`config.mk`:
```
export PLATFORM = sky130hd
export DESIGN_NAME = epoch_seconds_calendar_converter
export DESIGN_NICKNAME = d
export VERILOG_FILES = /design/src/rtl/escc_pkg.sv /design/src/rtl/epoch_seconds_calendar_converter.sv
export VERILOG_INCLUDE_DIRS = /design/src /design/src/rtl
export SDC_FILE = /design/constraint.sdc
export NUM_CORES = 2
export LEC_CHECK = 0
export BUFFER_PORTS_ARGS = -buffer_cell sky130_fd_sc_hd__clkbuf_2
export CORE_MARGIN = 2
export CORE_UTILIZATION = 35
export CTS_BUF_LIST = sky130_fd_sc_hd__clkbuf_16
export DETAILED_ROUTE_END_ITERATION = 6
export PLACE_DENSITY = 0.56
export SETUP_SLACK_MARGIN = 0.1
export SYNTH_ARGS = -nofsm -noshare
export SYNTH_HDL_FRONTEND = slang
export SYNTH_SLANG_ARGS = --single-unit
```
`constraint.sdc`:
```
create_clock -name clk -period 20.4 [get_ports clk]
set_input_delay 6.12 -clock clk [delete_from_list [all_inputs] [get_ports clk]]
set_output_delay 6.12 -clock clk [all_outputs]
set_load 0.1 [all_outputs]
```
`src/rtl/epoch_seconds_calendar_converter_defines.svh`:
```
// assertion macros shared by the converter rtl
`ifndef EPOCH_SECONDS_CALENDAR_CONVERTER_DEFINES_SVH
`define EPOCH_SECONDS_CALENDAR_CONVERTER_DEFINES_SVH

`ifndef SYNTHESIS
// same-cycle implication
`define ESCC_ASSERT_IMPL(name, clk, rst_n, cond, prop) \
    name: assert property (@(posedge clk) disable iff (!rst_n) (cond) |-> (prop)) \
        else $error("escc: same-cycle check failed");
// next-cycle implication
`define ESCC_ASSERT_NEXT(name, clk, rst_n, cond, prop) \
    name: assert property (@(posedge clk) disable iff (!rst_n) (cond) |=> (prop)) \
        else $error("escc: next-cycle check failed");
`else
`define ESCC_ASSERT_IMPL(name, clk, rst_n, cond, prop)
`define ESCC_ASSERT_NEXT(name, clk, rst_n, cond, prop)
`endif

`endif

```
`src/rtl/escc_pkg.sv`:
```
`default_nettype none

package escc_pkg;

    // operation select
    typedef enum logic {
        OP_TO_CALENDAR = 1'b0,
        OP_TO_COUNTER  = 1'b1
    } opcode_t;

    localparam int NUM_STAGES = 10;

    // calendar constants
    localparam logic [16:0] SECS_PER_DAY    = 17'd86400;
    localparam logic [11:0] SECS_PER_HOUR   = 12'd3600;
    localparam logic [5:0]  SECS_PER_MIN    = 6'd60;
    localparam logic [21:0] EPOCH_JDN       = 22'd2440588;
    localparam logic [21:0] JDN_SHIFT       = 22'd32044;
    localparam logic [23:0] DAYS_400Y       = 24'd146097;
    localparam logic [17:0] DAYS_4Y         = 18'd1461;
    localparam logic [8:0]  DAYS_PER_YEAR   = 9'd365;
    localparam logic [2:0]  DAYS_PER_WEEK   = 3'd7;
    localparam logic [13:0] YEAR_BASE       = 14'd4800;
    localparam logic [6:0]  YEARS_PER_CENT  = 7'd100;
    localparam logic [31:0] JDN_BIAS        = 32'd2472633;  // 32045 plus the epoch day
    localparam logic [3:0]  MONTH_WRAP      = 4'd10;
    localparam logic [10:0] MONTH_SCALE     = 11'd5;
    localparam logic [10:0] MONTH_ROUND     = 11'd2;

    // four-century cycles reachable from a 32-bit counter: 67 through 69
    localparam logic [6:0]  CYCLE_BASE      = 7'd67;
    localparam logic [23:0] CYCLE_T1        = 24'd9934596;   // 68 times DAYS_400Y
    localparam logic [23:0] CYCLE_T2        = 24'd10080693;  // 69 times DAYS_400Y

    // reciprocals for division by constants
    localparam logic [15:0] DAY_RECIP       = 16'd49710;     // 2^25 / 675
    localparam logic [12:0] HOUR_RECIP      = 13'd4661;      // 2^20 / 225, exact here
    localparam logic [12:0] MIN_RECIP       = 13'd4370;      // 2^16 / 15, exact here
    localparam logic [22:0] WDAY_RECIP      = 23'd4793491;   // 2^25 / 7, exact here
    localparam logic [10:0] CENT_RECIP      = 11'd1311;      // 2^15 / 25, exact here
    localparam logic [7:0]  DAYS4Y_RECIP    = 8'd179;        // 2^18 / 1461, one fixup
    localparam logic [10:0] MONTH_RECIP     = 11'd1714;      // 2^18 / 153, exact here

    // days before the start of a march-based month: (153 m + 2) / 5
    function automatic logic [8:0] month_day_offset(input logic [3:0] m);
        logic [8:0] ofs;
        case (m)
            4'd0:    ofs = 9'd0;
            4'd1:    ofs = 9'd31;
            4'd2:    ofs = 9'd61;
            4'd3:    ofs = 9'd92;
            4'd4:    ofs = 9'd122;
            4'd5:    ofs = 9'd153;
            4'd6:    ofs = 9'd184;
            4'd7:    ofs = 9'd214;
            4'd8:    ofs = 9'd245;
            4'd9:    ofs = 9'd275;
            4'd10:   ofs = 9'd306;
            4'd11:   ofs = 9'd337;
            4'd12:   ofs = 9'd367;
            4'd13:   ofs = 9'd398;
            4'd14:   ofs = 9'd428;
            default: ofs = 9'd459;
        endcase
        return ofs;
    endfunction

endpackage

`default_nettype wire

```
`src/rtl/epoch_seconds_calendar_converter.sv`:
```
// Converts a 32-bit count of seconds since 1970-01-01 00:00:00 into a Gregorian
// date-time with weekday (opcode 0, 0 = Monday), or calendar fields back into the
// counter modulo 2^32 (opcode 1); fields an operation does not produce read zero.
// The datapath is a ten-stage pipeline that takes one beat per cycle unless the
// output stalls it. The depth is set by the chain of constant divisions of the
// calendar direction (day, hour, four-century cycle, four-year cycle, month), each
// done as a reciprocal multiply with at most one fixup, but for the four-century
// cycle, found by threshold compares. A stage holds its beat while the output is
// stalled and all later stages are full; in_ready drops only once all ten are full.
`default_nettype none
`include "epoch_seconds_calendar_converter_defines.svh"

module epoch_seconds_calendar_converter (
    input  wire logic        clk,
    input  wire logic        rst_n,
    input  wire logic        in_valid,
    output logic             in_ready,
    input  wire logic        opcode,
    input  wire logic [31:0] seconds_count,
    input  wire logic [11:0] year_in,
    input  wire logic [3:0]  month_in,
    input  wire logic [4:0]  day_in,
    input  wire logic [4:0]  hour_in,
    input  wire logic [5:0]  minute_in,
    input  wire logic [5:0]  second_in,
    output logic             out_valid,
    input  wire logic        out_ready,
    output logic [31:0]      seconds_out,
    output logic [11:0]      year_out,
    output logic [3:0]       month_out,
    output logic [4:0]       day_out,
    output logic [4:0]       hour_out,
    output logic [5:0]       minute_out,
    output logic [5:0]       second_out,
    output logic [2:0]       weekday_out
);

    // pipeline control
    logic [escc_pkg::NUM_STAGES-1:0] vld_reg;
    logic [escc_pkg::NUM_STAGES-1:0] adv;

    // stage 1
    escc_pkg::opcode_t s1_op_reg;
    logic [31:0] s1_cnt_reg;
    logic [40:0] s1_dayp_reg, s1_dayp_next;
    logic [13:0] s1_y_reg, s1_y_next;
    logic [8:0]  s1_t1_reg, s1_t1_next;
    logic [21:0] s1_p100_reg, s1_p100_next;
    logic [19:0] s1_p400_reg, s1_p400_next;
    logic [16:0] s1_tod_reg, s1_tod_next;
    logic        rev_shift;
    logic [3:0]  rev_mon;

    // stage 2
    escc_pkg::opcode_t s2_op_reg;
    logic [15:0] s2_q0_reg;
    logic [17:0] s2_r0_reg, s2_r0_next;
    logic [31:0] s2_jdn32_reg, s2_jdn32_next;
    logic [16:0] s2_tod_reg;
    logic [31:0] s2_diff;
    logic [6:0]  s2_q100;
    logic [4:0]  s2_q400;

    // stage 3
    escc_pkg::opcode_t s3_op_reg;
    logic [21:0] s3_jdn_reg, s3_jdn_next;
    logic [16:0] s3_sod_reg, s3_sod_next;
    logic [31:0] s3_tmul_reg, s3_tmul_next;
    logic [16:0] s3_tod_reg;
    logic [15:0] s3_days;

    // stage 4
    escc_pkg::opcode_t s4_op_reg;
    logic [24:0] s4_hourp_reg, s4_hourp_next;
    logic [43:0] s4_wkp_reg, s4_wkp_next;
    logic [21:0] s4_a_reg, s4_a_next;
    logic [6:0]  s4_b_reg, s4_b_next;
    logic [21:0] s4_jdn_reg;
    logic [16:0] s4_sod_reg;
    logic [31:0] s4_secs_reg, s4_secs_next;
    logic [23:0] s4_v;

    // stage 5
    escc_pkg::opcode_t s5_op_reg;
    logic [4:0]  s5_hour_reg, s5_hour_next;
    logic [11:0] s5_remh_reg, s5_remh_next;
    logic [2:0]  s5_wday_reg, s5_wday_next;
    logic [15:0] s5_c_reg, s5_c_next;
    logic [6:0]  s5_b_reg;
    logic [31:0] s5_secs_reg;
    logic [18:0] s5_q7;
    logic [23:0] s5_cyc;

    // stage 6
    escc_pkg::opcode_t s6_op_reg;
    logic [21:0] s6_minp_reg, s6_minp_next;
    logic [11:0] s6_remh_reg;
    logic [17:0] s6_dx_reg, s6_dx_next;
    logic [24:0] s6_dp_reg, s6_dp_next;
    logic [15:0] s6_c_reg;
    logic [4:0]  s6_hour_reg;
    logic [2:0]  s6_wday_reg;
    logic [6:0]  s6_b_reg;
    logic [31:0] s6_secs_reg;

    // stage 7
    escc_pkg::opcode_t s7_op_reg;
    logic [5:0]  s7_min_reg, s7_min_next;
    logic [5:0]  s7_sec_reg, s7_sec_next;
    logic [6:0]  s7_d_reg, s7_d_next;
    logic [15:0] s7_c_reg;
    logic [4:0]  s7_hour_reg;
    logic [2:0]  s7_wday_reg;
    logic [6:0]  s7_b_reg;
    logic [31:0] s7_secs_reg;
    logic [6:0]  s7_d0;
    logic [17:0] s7_rem;

    // stage 8
    escc_pkg::opcode_t s8_op_reg;
    logic [8:0]  s8_e_reg, s8_e_next;
    logic [6:0]  s8_d_reg;
    logic [5:0]  s8_min_reg;
    logic [5:0]  s8_sec_reg;
    logic [4:0]  s8_hour_reg;
    logic [2:0]  s8_wday_reg;
    logic [6:0]  s8_b_reg;
    logic [31:0] s8_secs_reg;

    // stage 9
    escc_pkg::opcode_t s9_op_reg;
    logic [21:0] s9_mp_reg, s9_mp_next;
    logic [8:0]  s9_e_reg;
    logic [6:0]  s9_d_reg;
    logic [5:0]  s9_min_reg;
    logic [5:0]  s9_sec_reg;
    logic [4:0]  s9_hour_reg;
    logic [2:0]  s9_wday_reg;
    logic [6:0]  s9_b_reg;
    logic [31:0] s9_secs_reg;
    logic [10:0] s9_x;

    // stage 10, output registers
    logic [31:0] seconds_out_reg, seconds_out_next;
    logic [11:0] year_out_reg, year_out_next;
    logic [3:0]  month_out_reg, month_out_next;
    logic [4:0]  day_out_reg, day_out_next;
    logic [4:0]  hour_out_reg, hour_out_next;
    logic [5:0]  minute_out_reg, minute_out_next;
    logic [5:0]  second_out_reg, second_out_next;
    logic [2:0]  weekday_out_reg, weekday_out_next;
    logic [3:0]  s10_m;
    logic        s10_wrap;

    // a stage moves when it is empty or its successor moves
    always_comb
    begin
        adv[escc_pkg::NUM_STAGES-1] = !vld_reg[escc_pkg::NUM_STAGES-1] || out_ready;
        for (int k = escc_pkg::NUM_STAGES - 2; k >= 0; k--)
        begin
            adv[k] = !vld_reg[k] || adv[k+1];
        end
    end

    assign in_ready  = adv[0];
    assign out_valid = vld_reg[escc_pkg::NUM_STAGES-1];

    // valid bits travel with the beats
    always_ff @(posedge clk or negedge rst_n)
    begin
        if (!rst_n)
        begin
            vld_reg <= '0;
        end
        else
        begin
            if (adv[0])
            begin
                vld_reg[0] <= in_valid;
            end
            for (int k = 1; k < escc_pkg::NUM_STAGES; k++)
            begin
                if (adv[k])
                begin
                    vld_reg[k] <= vld_reg[k-1];
                end
            end
        end
    end

    // stage 1: day reciprocal product, calendar-side terms
    always_comb
    begin
        s1_dayp_next = 41'(seconds_count[31:7]) * 41'(escc_pkg::DAY_RECIP);
        rev_shift    = (month_in <= 4'd2);
        s1_y_next    = 14'(year_in) + escc_pkg::YEAR_BASE - 14'(rev_shift);
        rev_mon      = rev_shift ? (month_in + 4'd9) : (month_in - 4'd3);
        s1_t1_next   = 9'(day_in) + escc_pkg::month_day_offset(rev_mon);
        s1_p100_next = 22'(s1_y_next[13:2]) * 22'(escc_pkg::CENT_RECIP);
        s1_p400_next = 20'(s1_y_next[13:4]) * 20'(escc_pkg::CENT_RECIP);
        s1_tod_next  = 17'(hour_in) * 17'(escc_pkg::SECS_PER_HOUR)
                     + 17'(minute_in) * 17'(escc_pkg::SECS_PER_MIN)
                     + 17'(second_in);
    end

    // stage 2: day remainder estimate, day number of the calendar side
    always_comb
    begin
        s2_diff       = s1_cnt_reg
                      - 32'(s1_dayp_reg[40:25]) * 32'(escc_pkg::SECS_PER_DAY);
        s2_r0_next    = s2_diff[17:0];
        s2_q100       = s1_p100_reg[21:15];
        s2_q400       = s1_p400_reg[19:15];
        s2_jdn32_next = 32'(s1_y_reg) * 32'(escc_pkg::DAYS_PER_YEAR)
                      + 32'(s1_y_reg[13:2]) + 32'(s2_q400) - 32'(s2_q100)
                      + 32'(s1_t1_reg) - escc_pkg::JDN_BIAS;
    end

    // stage 3: day fixup, seconds of the calendar days
    always_comb
    begin
        if (s2_r0_reg >= 18'(escc_pkg::SECS_PER_DAY))
        begin
            s3_days     = s2_q0_reg + 16'd1;
            s3_sod_next = 17'(s2_r0_reg - 18'(escc_pkg::SECS_PER_DAY));
        end
        else
        begin
            s3_days     = s2_q0_reg;
            s3_sod_next = s2_r0_reg[16:0];
        end
        s3_jdn_next  = 22'(s3_days) + escc_pkg::EPOCH_JDN;
        s3_tmul_next = s2_jdn32_reg * 32'(escc_pkg::SECS_PER_DAY);
    end

    // stage 4: hour and weekday products, four-century cycle
    always_comb
    begin
        s4_hourp_next = 25'(s3_sod_reg[16:4]) * 25'(escc_pkg::HOUR_RECIP);
        s4_wkp_next   = 44'(s3_jdn_reg) * 44'(escc_pkg::WDAY_RECIP);
        s4_a_next     = s3_jdn_reg + escc_pkg::JDN_SHIFT;
        s4_v          = {s4_a_next, 2'b11};
        s4_b_next     = escc_pkg::CYCLE_BASE + 7'(s4_v >= escc_pkg::CYCLE_T1)
                      + 7'(s4_v >= escc_pkg::CYCLE_T2);
        s4_secs_next  = s3_tmul_reg + 32'(s3_tod_reg);
    end

    // stage 5: hour, weekday, day within the cycle
    always_comb
    begin
        s5_hour_next = s4_hourp_reg[24:20];
        s5_remh_next = 12'(s4_sod_reg
                     - 17'(s5_hour_next) * 17'(escc_pkg::SECS_PER_HOUR));
        s5_q7        = s4_wkp_reg[43:25];
        s5_wday_next = 3'(s4_jdn_reg - 22'(s5_q7) * 22'(escc_pkg::DAYS_PER_WEEK));
        s5_cyc       = 24'(s4_b_reg) * escc_pkg::DAYS_400Y;
        s5_c_next    = 16'(s4_a_reg - 22'(s5_cyc >> 2));
    end

    // stage 6: minute product, four-year cycle estimate
    always_comb
    begin
        s6_minp_next = 22'(s5_remh_reg[11:2]) * 22'(escc_pkg::MIN_RECIP);
        s6_dx_next   = {s5_c_reg, 2'b11};
        s6_dp_next   = 25'(s6_dx_next) * 25'(escc_pkg::DAYS4Y_RECIP);
    end

    // stage 7: minute, second, four-year cycle fixup
    always_comb
    begin
        s7_min_next = s6_minp_reg[21:16];
        s7_sec_next = 6'(s6_remh_reg - 12'(s7_min_next) * 12'(escc_pkg::SECS_PER_MIN));
        s7_d0       = s6_dp_reg[24:18];
        s7_rem      = s6_dx_reg - 18'(s7_d0) * escc_pkg::DAYS_4Y;
        s7_d_next   = s7_d0 + 7'(s7_rem >= escc_pkg::DAYS_4Y);
    end

    // stage 8: day of the march-based year
    always_comb
    begin
        s8_e_next = 9'(s7_c_reg - 16'((18'(s7_d_reg) * escc_pkg::DAYS_4Y) >> 2));
    end

    // stage 9: month product
    always_comb
    begin
        s9_x       = 11'(s8_e_reg) * escc_pkg::MONTH_SCALE + escc_pkg::MONTH_ROUND;
        s9_mp_next = 22'(s9_x) * 22'(escc_pkg::MONTH_RECIP);
    end

    // stage 10: day, month, year and the result select
    always_comb
    begin
        s10_m    = s9_mp_reg[21:18];
        s10_wrap = (s10_m >= escc_pkg::MONTH_WRAP);
        if (s9_op_reg == escc_pkg::OP_TO_COUNTER)
        begin
            seconds_out_next = s9_secs_reg;
            year_out_next    = '0;
            month_out_next   = '0;
            day_out_next     = '0;
            hour_out_next    = '0;
            minute_out_next  = '0;
            second_out_next  = '0;
            weekday_out_next = '0;
        end
        else
        begin
            seconds_out_next = '0;
            year_out_next    = 12'(14'(s9_b_reg) * 14'(escc_pkg::YEARS_PER_CENT)
                             + 14'(s9_d_reg) + 14'(s10_wrap) - escc_pkg::YEAR_BASE);
            // march-based month back to january-based
            month_out_next   = s10_wrap ? (s10_m - 4'd9) : (s10_m + 4'd3);
            day_out_next     = 5'(s9_e_reg - escc_pkg::month_day_offset(s10_m) + 9'd1);
            hour_out_next    = s9_hour_reg;
            minute_out_next  = s9_min_reg;
            second_out_next  = s9_sec_reg;
            weekday_out_next = s9_wday_reg;
        end
    end

    // stage payload registers
    always_ff @(posedge clk)
    begin
        if (adv[0])
        begin
            s1_op_reg   <= escc_pkg::opcode_t'(opcode);
            s1_cnt_reg  <= seconds_count;
            s1_dayp_reg <= s1_dayp_next;
            s1_y_reg    <= s1_y_next;
            s1_t1_reg   <= s1_t1_next;
            s1_p100_reg <= s1_p100_next;
            s1_p400_reg <= s1_p400_next;
            s1_tod_reg  <= s1_tod_next;
        end
        if (adv[1])
        begin
            s2_op_reg    <= s1_op_reg;
            s2_q0_reg    <= s1_dayp_reg[40:25];
            s2_r0_reg    <= s2_r0_next;
            s2_jdn32_reg <= s2_jdn32_next;
            s2_tod_reg   <= s1_tod_reg;
        end
        if (adv[2])
        begin
            s3_op_reg   <= s2_op_reg;
            s3_jdn_reg  <= s3_jdn_next;
            s3_sod_reg  <= s3_sod_next;
            s3_tmul_reg <= s3_tmul_next;
            s3_tod_reg  <= s2_tod_reg;
        end
        if (adv[3])
        begin
            s4_op_reg    <= s3_op_reg;
            s4_hourp_reg <= s4_hourp_next;
            s4_wkp_reg   <= s4_wkp_next;
            s4_a_reg     <= s4_a_next;
            s4_b_reg     <= s4_b_next;
            s4_jdn_reg   <= s3_jdn_reg;
            s4_sod_reg   <= s3_sod_reg;
            s4_secs_reg  <= s4_secs_next;
        end
        if (adv[4])
        begin
            s5_op_reg   <= s4_op_reg;
            s5_hour_reg <= s5_hour_next;
            s5_remh_reg <= s5_remh_next;
            s5_wday_reg <= s5_wday_next;
            s5_c_reg    <= s5_c_next;
            s5_b_reg    <= s4_b_reg;
            s5_secs_reg <= s4_secs_reg;
        end
        if (adv[5])
        begin
            s6_op_reg   <= s5_op_reg;
            s6_minp_reg <= s6_minp_next;
            s6_remh_reg <= s5_remh_reg;
            s6_dx_reg   <= s6_dx_next;
            s6_dp_reg   <= s6_dp_next;
            s6_c_reg    <= s5_c_reg;
            s6_hour_reg <= s5_hour_reg;
            s6_wday_reg <= s5_wday_reg;
            s6_b_reg    <= s5_b_reg;
            s6_secs_reg <= s5_secs_reg;
        end
        if (adv[6])
        begin
            s7_op_reg   <= s6_op_reg;
            s7_min_reg  <= s7_min_next;
            s7_sec_reg  <= s7_sec_next;
            s7_d_reg    <= s7_d_next;
            s7_c_reg    <= s6_c_reg;
            s7_hour_reg <= s6_hour_reg;
            s7_wday_reg <= s6_wday_reg;
            s7_b_reg    <= s6_b_reg;
            s7_secs_reg <= s6_secs_reg;
        end
        if (adv[7])
        begin
            s8_op_reg   <= s7_op_reg;
            s8_e_reg    <= s8_e_next;
            s8_d_reg    <= s7_d_reg;
            s8_min_reg  <= s7_min_reg;
            s8_sec_reg  <= s7_sec_reg;
            s8_hour_reg <= s7_hour_reg;
            s8_wday_reg <= s7_wday_reg;
            s8_b_reg    <= s7_b_reg;
            s8_secs_reg <= s7_secs_reg;
        end
        if (adv[8])
        begin
            s9_op_reg   <= s8_op_reg;
            s9_mp_reg   <= s9_mp_next;
            s9_e_reg    <= s8_e_reg;
            s9_d_reg    <= s8_d_reg;
            s9_min_reg  <= s8_min_reg;
            s9_sec_reg  <= s8_sec_reg;
            s9_hour_reg <= s8_hour_reg;
            s9_wday_reg <= s8_wday_reg;
            s9_b_reg    <= s8_b_reg;
            s9_secs_reg <= s8_secs_reg;
        end
        if (adv[9])
        begin
            seconds_out_reg <= seconds_out_next;
            year_out_reg    <= year_out_next;
            month_out_reg   <= month_out_next;
            day_out_reg     <= day_out_next;
            hour_out_reg    <= hour_out_next;
            minute_out_reg  <= minute_out_next;
            second_out_reg  <= second_out_next;
            weekday_out_reg <= weekday_out_next;
        end
    end

    // result beat
    assign seconds_out = seconds_out_reg;
    assign year_out    = year_out_reg;
    assign month_out   = month_out_reg;
    assign day_out     = day_out_reg;
    assign hour_out    = hour_out_reg;
    assign minute_out  = minute_out_reg;
    assign second_out  = second_out_reg;
    assign weekday_out = weekday_out_reg;

    // checks
    `ESCC_ASSERT_NEXT(a_accept_fills_stage1, clk, rst_n, in_valid && in_ready, vld_reg[0])
    `ESCC_ASSERT_IMPL(a_blocked_only_when_full, clk, rst_n, !in_ready, &vld_reg)
    `ESCC_ASSERT_IMPL(a_day_fixup_in_range, clk, rst_n, vld_reg[2], s3_sod_reg < escc_pkg::SECS_PER_DAY)
    `ESCC_ASSERT_IMPL(a_calendar_result_sane, clk, rst_n, out_valid && month_out != 4'd0, month_out <= 4'd12 && day_out != 5'd0 && hour_out < 5'd24 && minute_out < 6'd60 && second_out < 6'd60 && weekday_out < 3'd7 && seconds_out == 32'd0)

endmodule

`default_nettype wire

```
==> impl_metrics.csv <==
group,metric,value,unit
outcome,outcome,"finished clean",
critical_path,critPathArrivalTime,9.73,ns
logic_synthesis,avgSynthCellArea,11.8,um2
placement,gp_congestion,0.801,
logic_synthesis,synth_edf_count,755,
floorplan,die-area,186000,um2
logic_synthesis,synthArstFlopShare,1.30,%
min_path,min-delay-path-class,"reg -> reg",
floorplan,core_area,182000,um2
clock_network,cts_buffers,87,
logic_synthesis,synthSimpleGateAreaFrac,4.71,%
logic_synthesis,synth_nets,7219,
finish,nets,7451,
routing,wirelength,114000,um
timing,worst_pin_slew,1.13,ns
placement,place_ws,4.47,ns
global_routing,grt_first_pass_wirelength,194000,um
logic_synthesis,yosys_register_bits,770,
logic_synthesis,synth_cell_types,94,
clock_network,root_buffer,"clkbuf_16",
logic_synthesis,synthAdderAreaFrac,40.2,%
routing,drt_iter0_markers,1282,
clock_network,cts_setup_buffers,0,
timing,min_period_over_period,77.7,%
finish,multiInputGateArea,36200,um2
global_routing,gr-total-overflow,0,
finish,n_fill_cell,17511,
logic_synthesis,synth-xor-area-share,5.06,%
timing,finalWorstSetupSlack,4.55,ns
critical_path,crit_type,"in -> out",
logic_synthesis,synthCells,5407,
routing,first_pass_iters,5,
critical_path,crit_path_cell_trace,"clkbuf_2 > nand2b_4 > buf_4 > nor2_1 > nand3_4 > nor2_1 > nand3_4 > nor2_1 > nand3_4 > clkbuf_2",
routing,dr_wl_met3,2590,um
routing,drcViolationCount,0,
finish,synthToLayoutAreaGrowth,10.6,%
floorplan,rows,157,
clock_network,cts_tree,"done",
finish,drive_gt1_share,6.22,%
timing,skew,0.0403,ns
placement,dpl.cell_count,7935,
global_routing,antenna_found_initial,2,
critical_path,required,14.28,ns
timing,max_slew_margin,24.2,%
clock_network,clk_latency,0.69,ns
timing,min_period,15.85,ns
global_routing,grt_max_degree,76,
logic_synthesis,synth_compound_area_share,6.23,%
floorplan,fp.dieH,432,um
global_routing,grt_pass1_vias,38964,
finish,instances_no_fill,8096,
critical_path,crit_fanout,75,
logic_synthesis,netlist_area,64100,um2
floorplan,start_util,35.1,%
logic_synthesis,synth_top_family_by_area,"adder cells",
placement,port-buffer-count,149,
logic_synthesis,ys_warn_count,0,
logic_synthesis,synth.area.mux_share,0.195,%
timing,setup_tns,0,ns
clock_network,cts.clk_slew.worst_paths,0.06,ns
logic_synthesis,synthFlopType,"edfxtp_1",
critical_path,end_kind,"primary output",
routing,met2_length,55600,um
critical_path,ff2ff_setup_slack,12.46,ns
routing,top_layer_used,"met4",
critical_path,cpPeakStageDelay,0.53,ns
timing,slew_viol_final,0,
routing,wl_per_cell,14.1,um
logic_synthesis,yosysSeqAreaShare,35.9,%
clock_network,cts_resized,0,
floorplan,ios,150,
routing,ant_nets,0,
timing,grt_setup_unrepaired,"no",
routing,wl_met1,54200,um
timing,hold_viol_final,0,
global_routing,track_usage,12.7,%
critical_path,worst_path_max_delay_cell,"nor2_1",
critical_path,critPathLaunchType,"input pin",
clock_network,cts_num_sinks,770,
finish,regArea,23000,um2
clock_network,clock_path_buffers,3,
routing,via_per_inst,4.48,
floorplan,die_x,432,um
timing,max_freq,63.1,MHz
routing,via_count,36237,
clock_network,htreeDepth,3,
placement,dp_hpwl,93900,um
clock_network,cts-hold-fix-buffers,0,
timing,setup_viol,0,
flow_run,maxCapViolCount,0,
-- routing by layer --
metal  global-route usage (%)  up-vias
li1                         -    18439
met1                     16.8    17367
met2                     22.3      312
met3                     1.46      119
met4                     2.88        0
met5                        0        -
-- layout make-up --
cell class	instances	area share, %
antenna	1	0.00353
clock buffer	88	3.11
clock inverter	72	1.02
inverter	1286	6.82
multi-input combinational	3327	51.1
sequential	770	32.5
tap	2385	4.21
timing repair buffer	167	1.24
-- worst max-delay path: cells and delay by family --
kind                   cells  cell delay (ns)
and+or+nand+nor            7             2.61
buffers and inverters      3             0.92
-- cell families (layout without fill, tap and decap cells) --
group	count (synthesis)	count (layout)
adder cells (fa/ha/maj)	1737	1737
buffers and inverters	1310	1613
AO/OA/AOI/OAI	610	610
other	0	1
flip-flops	770	770
multiplexers	12	12
XOR/XNOR	365	365
AND/OR/NAND/NOR	603	603
-- synth_stat cells (all sizes together) (5+ instances only) --
| library cell | number | share of area [%] |
|---|---|---|
| a31oi | 17 | 0.17 |
| o31ai | 7 | 0.082 |
| nor2b | 51 | 0.50 |
| xnor2 | 265 | 3.6 |
| o21ai | 118 | 0.93 |
| edfxtp | 755 | 35 |
| nor4 | 5 | 0.072 |
| inv | 1285 | 7.5 |
| mux2i | 8 | 0.13 |
| xor2 | 98 | 1.4 |
| nand3 | 45 | 0.35 |
| o21bai | 44 | 0.52 |
| a21oi | 190 | 1.5 |
| or2 | 19 | 0.19 |
| nand2 | 134 | 0.79 |
| nor2 | 153 | 0.92 |
| buf | 6 | 0.061 |
| o31a | 7 | 0.096 |
| nor3 | 56 | 0.45 |
| ha | 1205 | 24 |
| o211ai | 17 | 0.21 |
| and2 | 40 | 0.39 |
| or3 | 14 | 0.14 |
| and3 | 15 | 0.15 |
| o22ai | 7 | 0.068 |
| a41oi | 6 | 0.11 |
| a21o | 67 | 0.79 |
| o21a | 38 | 0.45 |
| fa | 532 | 17 |
| dfxtp | 5 | 0.16 |
| a211oi | 24 | 0.32 |
| clkbuf | 18 | 0.11 |
| nand4 | 15 | 0.15 |
| dfrtp | 10 | 0.39 |
| nand2b | 38 | 0.37 |
| a31o | 7 | 0.096 |
| a21boi | 13 | 0.15 |
-- metrics by stage --
| step | area, um2 | hold slack (ns) | util (%) |
|---|---|---|---|
| global placement | 67900 | 0.400 | 37.2 |
| finish | 70800 | 0.398 | 38.8 |
| detailed placement | 67900 | 0.405 | 37.2 |
| CTS | 70800 | 0.397 | 38.8 |
| global route | 70800 | 0.410 | 38.8 |
| floorplan | 64100 | 0.400 | - |
-- path summary, 6_finish.rpt --
| kind | startpoint | end | cells past startpoint |
|---|---|---|---|
| worst max-delay path | out_ready | in_ready | 10 |
| worst min register to register | s8_hour_reg[4] | s9_hour_reg[4] | 0 |
| worst max register to register | s8_e_reg[1] | register | 28 |
| max in group asynchronous | rst_n | vld_reg[3] | 1 |
| min in group asynchronous | rst_n | vld_reg[8] | 1 |
| worst min-delay path | s8_hour_reg[4] | s9_hour_reg[4] | 0 |
-- cell usage in the layout (no fill, tap or decap), types with 8 or more instances in the layout --
cell type / n
mux2i_1: 8
dfrtp_1: 10
clkinv_2: 11
o21bai_1: 44
clkbuf_16: 88
or3_1: 13
inv_1: 1302
a21boi_0: 10
nor3_1: 54
xor2_1: 96
nand2_1: 131
clkbuf_2: 149
a211oi_1: 21
or2_2: 16
o21a_1: 37
nand2b_1: 37
nor2_1: 150
xnor2_1: 265
a31oi_1: 17
buf_4: 18
clkinv_1: 16
and3_1: 14
fa_1: 532
nor2b_1: 51
edfxtp_1: 755
a21o_1: 66
nand4_1: 15
nand3_1: 42
o21ai_1: 15
o21ai_0: 101
ha_1: 1205
o211ai_1: 16
and2_1: 40
bufinv_16: 10
a21oi_1: 189
Power is not shown: default switching activity piles up to over one toggle a cycle in this logic, so the estimate is an artifact.
